## config.mk

```make
export PLATFORM = sky130hd
export DESIGN_NAME = header_trailer_frame_receiver
export DESIGN_NICKNAME = d
export VERILOG_FILES = /design/src/hdl/htfr_pkg.sv /design/src/hdl/header_trailer_frame_receiver.sv
export SDC_FILE = /design/constraint.sdc
export NUM_CORES = 1
export LEC_CHECK = 0
export CORE_MARGIN = 4
export CORE_UTILIZATION = 50
export CTS_BUF_LIST = sky130_fd_sc_hd__clkbuf_8
export CTS_CLUSTER_DIAMETER = 30
export DETAILED_ROUTE_END_ITERATION = 8
export DONT_BUFFER_PORTS = 1
export PLACE_DENSITY_LB_ADDON = 0.15
export REMOVE_ABC_BUFFERS = 1
export SYNTH_ARGS = -nofsm -noshare
export SYNTH_HDL_FRONTEND = slang
export SYNTH_SLANG_ARGS = --single-unit
```

## constraint.sdc

```tcl
create_clock -name clock -period 2.8 [get_ports clock]
set_input_delay 0.14 -clock clock [delete_from_list [all_inputs] [get_ports clock]]
set_output_delay 0.14 -clock clock [all_outputs]
set_load 0.005 [all_outputs]
```

## src/hdl/htfr_pkg.sv

```systemverilog
// Shared constants and types for the header/trailer frame receiver.
// Used by header_trailer_frame_receiver; depends on nothing else.
package htfr_pkg;

   // Size of the external frame buffer, in bytes.
   localparam int BufferDepth = 16384;
   localparam int FillWidth   = $clog2(BufferDepth);

   localparam int ByteWidth    = 8;
   localparam int RunWidth     = 4;
   localparam int IndexWidth   = 14;
   localparam int LengthWidth  = 15;
   localparam int CountWidth   = 16;
   localparam int CsrIdxWidth  = 2;

   localparam logic [ByteWidth-1:0] FirstHeaderReset  = 8'h53;
   localparam logic [ByteWidth-1:0] SecondHeaderReset = 8'h41;
   localparam logic [ByteWidth-1:0] EndByteReset      = 8'h45;
   localparam logic [RunWidth-1:0]  EndRunReset       = 4'd8;

   typedef enum logic [1:0] {
      StatDiscard  = 2'd0,
      StatStored   = 2'd1,
      StatComplete = 2'd2,
      StatOverflow = 2'd3
   } status_type;

   typedef enum logic [CsrIdxWidth-1:0] {
      CsrFirstHeader  = 2'd0,
      CsrSecondHeader = 2'd1,
      CsrEndByte      = 2'd2,
      CsrEndRun       = 2'd3
   } csr_index_type;

endpackage

```

## src/hdl/header_trailer_frame_receiver.sv

```systemverilog
// Header/trailer frame receiver: one result word for each received byte.
// Depends on htfr_pkg for constants and the status and register codes.

// The block takes one received byte per word on the req_ channel and returns one
// result word on the rsp_ channel: discarded, stored at rsp_write_index, stored
// and frame complete (with rsp_frame_length), or overflow with the frame dropped.
// A frame opens with the first and second header bytes and closes after a run of
// end_run_length consecutive end bytes; a run length of zero acts as one. The
// buffer itself is external: write rsp_data_byte at rsp_write_index when the
// status says stored or complete. The frame state and the result register are
// updated in the cycle the byte is accepted, and a new byte is taken every cycle
// while the result register is empty or being read. Registers are written through
// the csr_ port (always ready); the user must write them only while no byte is in
// flight, as the block does not enforce it. Reset brings the registers to 'S', 'A', 'E' and 8.
module header_trailer_frame_receiver (
   input  logic                                 clock,
   input  logic                                 reset,
   input  logic                                 req_valid,
   output logic                                 req_ready,
   input  logic [htfr_pkg::ByteWidth-1:0]       req_rx_byte,
   output logic                                 rsp_valid,
   input  logic                                 rsp_ready,
   output logic [1:0]                           rsp_status,
   output logic [htfr_pkg::IndexWidth-1:0]      rsp_write_index,
   output logic [htfr_pkg::ByteWidth-1:0]       rsp_data_byte,
   output logic [htfr_pkg::LengthWidth-1:0]     rsp_frame_length,
   output logic [htfr_pkg::CountWidth-1:0]      rsp_frames_received,
   input  logic                                 csr_valid,
   output logic                                 csr_ready,
   input  logic [htfr_pkg::CsrIdxWidth-1:0]     csr_index,
   input  logic [htfr_pkg::ByteWidth-1:0]       csr_wdata
);

   logic [htfr_pkg::ByteWidth-1:0]   first_hdr_ff,  first_hdr_in;
   logic [htfr_pkg::ByteWidth-1:0]   second_hdr_ff, second_hdr_in;
   logic [htfr_pkg::ByteWidth-1:0]   end_byte_ff,   end_byte_in;
   logic [htfr_pkg::RunWidth-1:0]    end_run_ff,    end_run_in;

   logic [htfr_pkg::FillWidth-1:0]   fill_ff,       fill_in;
   logic                             in_trailer_ff, in_trailer_in;
   logic [htfr_pkg::RunWidth-1:0]    run_count_ff,  run_count_in;
   logic [htfr_pkg::CountWidth-1:0]  frame_cnt_ff,  frame_cnt_in;

   logic                             rsp_valid_ff,  rsp_valid_in;
   htfr_pkg::status_type             status_ff,     status_in;
   logic [htfr_pkg::IndexWidth-1:0]  index_ff,      index_in;
   logic [htfr_pkg::ByteWidth-1:0]   data_ff,       data_in;
   logic [htfr_pkg::LengthWidth-1:0] length_ff,     length_in;
   logic [htfr_pkg::CountWidth-1:0]  count_out_ff,  count_out_in;

   logic                             req_take;
   logic                             in_body;
   logic [htfr_pkg::RunWidth-1:0]    run_need;
   logic [htfr_pkg::RunWidth:0]      run_next;
   logic                             run_done;
   logic                             buffer_full;
   logic [htfr_pkg::FillWidth:0]     fill_plus_one;

   assign csr_ready = 1'b1;
   assign req_ready = !rsp_valid_ff || rsp_ready;
   assign req_take  = req_valid && req_ready;

   assign rsp_valid           = rsp_valid_ff;
   assign rsp_status          = status_ff;
   assign rsp_write_index     = index_ff;
   assign rsp_data_byte       = data_ff;
   assign rsp_frame_length    = length_ff;
   assign rsp_frames_received = count_out_ff;

   // Register writes.
   always_comb begin
      first_hdr_in  = first_hdr_ff;
      second_hdr_in = second_hdr_ff;
      end_byte_in   = end_byte_ff;
      end_run_in    = end_run_ff;
      if (csr_valid) begin
         case (htfr_pkg::csr_index_type'(csr_index))
            htfr_pkg::CsrFirstHeader:  first_hdr_in  = csr_wdata;
            htfr_pkg::CsrSecondHeader: second_hdr_in = csr_wdata;
            htfr_pkg::CsrEndByte:      end_byte_in   = csr_wdata;
            htfr_pkg::CsrEndRun:       end_run_in    = csr_wdata[htfr_pkg::RunWidth-1:0];
            default: ;
         endcase
      end
   end

   assign in_body       = in_trailer_ff || (fill_ff >= htfr_pkg::FillWidth'(2));
   assign run_need      = (end_run_ff == '0) ? htfr_pkg::RunWidth'(1) : end_run_ff;
   assign run_next      = {1'b0, run_count_ff} + (htfr_pkg::RunWidth+1)'(1);
   assign run_done      = (req_rx_byte == end_byte_ff) && (run_next >= {1'b0, run_need});
   assign buffer_full   = fill_ff >= htfr_pkg::FillWidth'(htfr_pkg::BufferDepth - 1);
   assign fill_plus_one = {1'b0, fill_ff} + (htfr_pkg::FillWidth+1)'(1);

   // Frame state and the result word for the byte at the port.
   always_comb begin
      fill_in       = fill_ff;
      in_trailer_in = in_trailer_ff;
      run_count_in  = run_count_ff;
      frame_cnt_in  = frame_cnt_ff;
      status_in     = htfr_pkg::StatDiscard;
      index_in      = '0;
      data_in       = '0;
      length_in     = '0;

      if (in_body) begin
         if (req_rx_byte == end_byte_ff) begin
            run_count_in  = run_next[htfr_pkg::RunWidth-1:0];
            in_trailer_in = 1'b1;
         end else begin
            run_count_in  = '0;
            in_trailer_in = 1'b0;
         end
         if (run_done) begin
            status_in     = htfr_pkg::StatComplete;
            index_in      = htfr_pkg::IndexWidth'(fill_ff);
            data_in       = req_rx_byte;
            length_in     = htfr_pkg::LengthWidth'(fill_plus_one);
            frame_cnt_in  = frame_cnt_ff + htfr_pkg::CountWidth'(1);
            fill_in       = '0;
            in_trailer_in = 1'b0;
            run_count_in  = '0;
         end else if (buffer_full) begin
            status_in     = htfr_pkg::StatOverflow;
            fill_in       = '0;
            in_trailer_in = 1'b0;
            run_count_in  = '0;
         end else begin
            status_in = htfr_pkg::StatStored;
            index_in  = htfr_pkg::IndexWidth'(fill_ff);
            data_in   = req_rx_byte;
            fill_in   = fill_plus_one[htfr_pkg::FillWidth-1:0];
         end
      end else if ((fill_ff == htfr_pkg::FillWidth'(1)) && (req_rx_byte == second_hdr_ff)) begin
         status_in = htfr_pkg::StatStored;
         index_in  = htfr_pkg::IndexWidth'(1);
         data_in   = req_rx_byte;
         fill_in   = htfr_pkg::FillWidth'(2);
      end else if (req_rx_byte == first_hdr_ff) begin
         // Unless taken as the second header, a first header byte restarts the frame.
         status_in     = htfr_pkg::StatStored;
         data_in       = req_rx_byte;
         fill_in       = htfr_pkg::FillWidth'(1);
         in_trailer_in = 1'b0;
         run_count_in  = '0;
      end else begin
         fill_in       = '0;
         in_trailer_in = 1'b0;
         run_count_in  = '0;
      end
      count_out_in = frame_cnt_in;
   end

   always_comb begin
      rsp_valid_in = rsp_valid_ff;
      if (req_take) begin
         rsp_valid_in = 1'b1;
      end else if (rsp_ready) begin
         rsp_valid_in = 1'b0;
      end
   end

   always_ff @(posedge clock) begin
      if (reset) begin
         first_hdr_ff  <= htfr_pkg::FirstHeaderReset;
         second_hdr_ff <= htfr_pkg::SecondHeaderReset;
         end_byte_ff   <= htfr_pkg::EndByteReset;
         end_run_ff    <= htfr_pkg::EndRunReset;
         fill_ff       <= '0;
         in_trailer_ff <= 1'b0;
         run_count_ff  <= '0;
         frame_cnt_ff  <= '0;
         rsp_valid_ff  <= 1'b0;
      end else begin
         first_hdr_ff  <= first_hdr_in;
         second_hdr_ff <= second_hdr_in;
         end_byte_ff   <= end_byte_in;
         end_run_ff    <= end_run_in;
         rsp_valid_ff  <= rsp_valid_in;
         if (req_take) begin
            fill_ff       <= fill_in;
            in_trailer_ff <= in_trailer_in;
            run_count_ff  <= run_count_in;
            frame_cnt_ff  <= frame_cnt_in;
         end
      end
   end

   always_ff @(posedge clock) begin
      if (req_take) begin
         status_ff    <= status_in;
         index_ff     <= index_in;
         data_ff      <= data_in;
         length_ff    <= length_in;
         count_out_ff <= count_out_in;
      end
   end

`ifndef SYNTH
   // A pending end-byte run only exists inside the trailer.
   assert property (@(posedge clock) disable iff (reset)
      (run_count_ff != '0) |-> in_trailer_ff)
      else $error("end run count set outside the trailer");

   // The trailer is only reached after both header bytes were stored.
   assert property (@(posedge clock) disable iff (reset)
      in_trailer_ff |-> (fill_ff >= htfr_pkg::FillWidth'(2)))
      else $error("trailer state with an incomplete header");

   // Discarded and dropped words carry no buffer write.
   assert property (@(posedge clock) disable iff (reset)
      (rsp_valid_ff && ((status_ff == htfr_pkg::StatDiscard) ||
                        (status_ff == htfr_pkg::StatOverflow)))
      |-> ((index_ff == '0) && (data_ff == '0) && (length_ff == '0)))
      else $error("write fields set on a discarded or dropped word");

   // A completed frame ends at the byte written last.
   assert property (@(posedge clock) disable iff (reset)
      (rsp_valid_ff && (status_ff == htfr_pkg::StatComplete))
      |-> (length_ff[htfr_pkg::IndexWidth-1:0] == index_ff + htfr_pkg::IndexWidth'(1)))
      else $error("frame length does not match the last write index");

   // The frame counter holds on every accepted byte that does not complete a frame.
   assert property (@(posedge clock) disable iff (reset)
      (req_take && (status_in != htfr_pkg::StatComplete))
      |=> (frame_cnt_ff == $past(frame_cnt_ff)))
      else $error("frame counter changed without a completed frame");
`endif

endmodule

```

==> out/results.tsv <==
stage	metric	value	unit
run_status	status	complete, no violations	
layout	share of cells above drive strength 1	0.114	
placement	GP Congestion	0.811	
power_and_ir_drop	Total Power	3.50	mW
synth	mapped cell area	5760	µm²
synth	share of flip-flops with an asynchronous set or reset	0	
die	Core Area	11100	µm²
setup_path	Crit Path Category	flip-flop to flip-flop	
layout	area grow syn2layout	12.1	%
setup_path	crit path max fanout	20	
clocking	Worst-path clk slew	0.06	ns
setup_path	Critical Path Start Type	flip-flop	
die	Die ar.	13300	µm²
synth	largest family of logic cells by synthesized area	simple AND/OR/NAND/NOR gates	
synth	Mapped Cells	573	
power_and_ir_drop	LEAKAGE	2.35	nW
clocking	CTS Buffer Depth	2	
synth	Seq/Total Area, Yosys	0.509	
timing	period utilisation layout	0.935	
detailed_routing	Pre-antenna DRT Iters	5	
setup_path	Setup crit end kind	flip-flop	
timing	Setup-failing EPs final	0	
detailed_routing	DR DRC count	0	
synth	Adder-Cell Fraction of Synth Area	0.0195	
detailed_routing	DRT Wirelength	12.1	mm
die	initial core utilization	0.520	
timing	Rel. slew slack	0.597	
clocking	H-tree Lvls	4	
setup_path	Worst Path Arrival	2.81	ns
clocking	clock root cell	clkbuf_8	
timing	total negative slack	0	ns
synth	Post-synth EDFFs	55	
timing	Hold Vio Cnt, Final	0	
synth	YS warnings	0	
detailed_routing	routed len/inst	16.3	µm
die	Die Width	115	µm
timing	WHS	0.0382	ns
synth	Syn Area/Cell	10.1	µm²
grt	GRT Total Usage	0.196	
synth	synthesis-stage register bit count	119	
clocking	CTS tree	built	
flow_run	max-cap viol count	0	
placement	post-place setup slack	0.137	ns
timing	Setup Skew	0.0147	ns
timing	min Tclk post-route	2.62	ns
timing	fin worst setup slack	0.183	ns
timing	Final Max Slew Viols	0	
die	die height	115	µm
placement	Placed Area	5890	µm²
grt	vias in the first global route	3972	
die	Ports	81	
layout	diode count	0	
layout	Nets	622	
synth	Distinct cells, synth	51	
grt	total gr overflow	0	
synth	post-synthesis simple-gate area fraction	0.244	
detailed_routing	antenna viol nets, final	0	
layout	design area	6460	µm²
timing	Worst-Margin Slew	0.602	ns
detailed_routing	vias per cell	5.43	
grt	largest net degree at the start of global routing	65	
synth	mux cell area share after synthesis	0.0243	
placement	PortBufs	0	
clocking	clk sink count	119	
layout	Cell Count, Final, Fillers Out	743	
worst_hold_path	worst hold path type	input pin to flip-flop	
setup_path	CP required	2.99	ns
power_and_ir_drop	pwr/cell area	542	nW/µm²
clocking	Clock Latency Late Sink	0.44	ns
synth	compound-gate portion of the synthesized area	0.0658	
layout	fin util	0.583	
grt	antenna violations before repair	0	
die	Rows	38	
detailed_routing	drt first-iter violations	227	
placement	cell count after placement	691	
power_and_ir_drop	Peak VDD IR	0.343	mV
synth	Synth Area in XOR/XNOR	0.0973	
synth	Post-synth top flop	dfxtp_1	
timing	Max Freq	0.382	GHz
grt	first-pass GRT wire length	20.2	mm
clocking	number of buffers created by CTS	17	
detailed_routing	DR vias	4038	
placement	Final HPWL DP	8.22	mm
## worst paths after layout
kind | from | to | slack, ns | cells past startpoint
min reg2reg | end_byte_ff[5]$_SDFFE_PP0P_ | end_byte_ff[5]$_SDFFE_PP0P_ | 0.47 | 2
max | run_count_ff[0]$_SDFFE_PP0P_ | rsp_data_byte[3]$_DFFE_PP_ | 0.18 | 10
max reg2reg | run_count_ff[0]$_SDFFE_PP0P_ | rsp_data_byte[3]$_DFFE_PP_ | 0.18 | 10
min | reset | run_count_ff[3]$_SDFFE_PP0P_ | 0.04 | 2
## layout by cell type, fill, tap and decap left out, types with 8 or more instances in the layout
cell / instances
and2_1: 12
inv_1: 14
ha_1: 9
nor2_1: 68
nand4_1: 22
clkbuf_8: 17
dfxtp_1: 64
nor2b_1: 17
nand2_1: 67
xnor2_1: 33
xor2_1: 31
dlygate4sd3_1: 19
buf_4: 10
a21oi_1: 16
edfxtp_1: 55
nand3_1: 21
a31oi_1: 10
nor3_1: 8
mux2i_1: 14
## state kept, by name, summed over array words and instances (netlist names)
signal	cells
rsp_frame_length	15
fill_ff	14
rsp_status	2
rsp_valid	1
rsp_frames_received	16
in_trailer_ff	1
second_hdr_ff	8
rsp_data_byte	8
rsp_write_index	14
frame_cnt_ff	16
end_byte_ff	8
end_run_ff	4
first_hdr_ff	8
run_count_ff	4
## kinds of logic after synthesis
kind of cell    Yosys count
other cells               1
compound gates           57
simple gates            262
mux                      14
flops                   119
fa+ha+maj                 9
buf+inv                  47
xor+xnor                 64
## power breakdown
part	switching [mW]	leakage [nW]	total, mW	internal (mW)
clock network	0.659	0.187	1.33	0.671
logic	0.145	1.10	0.248	0.102
registers	0.0382	1.07	1.92	1.88
## worst max-delay path: stages, from the launching register on
cell	delay (ns)
dfxtp_1	0.35
ha_1	0.24
nor2b_1	0.14
or2_2	0.28
ha_1	0.21
a211oi_1	0.24
o21ai_1	0.21
buf_12	0.21
a21oi_4	0.22
nor2_2	0.11
and2_1	0.16
## area by class of cell
type	count	area, µm²
clock buffer	17	234
sequential	119	2930
clock inverter	15	100
multi-input combinational	407	2620
inverter	12	45.0
fill	969	4620
timing repair buffer	33	353
tap	140	175
## cell usage after synthesis, types with 14 or more instances
cell | instances | area, µm²
nand4_1 | 22 | 138
xnor2_1 | 33 | 289
nor2b_1 | 17 | 106
xor2_1 | 31 | 272
mux2i_1 | 14 | 140
buf_2 | 17 | 85.1
nand2_1 | 67 | 251
edfxtp_1 | 55 | 1650
nand3_1 | 22 | 110
nor2_1 | 68 | 255
dfxtp_1 | 64 | 1280
a21oi_1 | 17 | 85.1
## repair_timing
action / in CTS / in global routing
endpoints found under the hold margin: 72 / 0
setup buffers: 0 / 0
hold buffers: 20 / 0
gates resized for setup: 0 / 3
setup endpoints to repair: 0 / 20
## layer usage
| metal | track usage | vias to the layer above | wire length, µm |
|---|---|---|---|
| li1 | - | 2015 | - |
| met5 | 0 | - | 0 |
| met2 | 0.310 | 90 | 5890 |
| met1 | 0.253 | 1917 | 5510 |
| met3 | 0.0532 | 16 | 499 |
| met4 | 0.0845 | 0 | 183 |
Note: power is estimated with default switching activity, not from simulation.
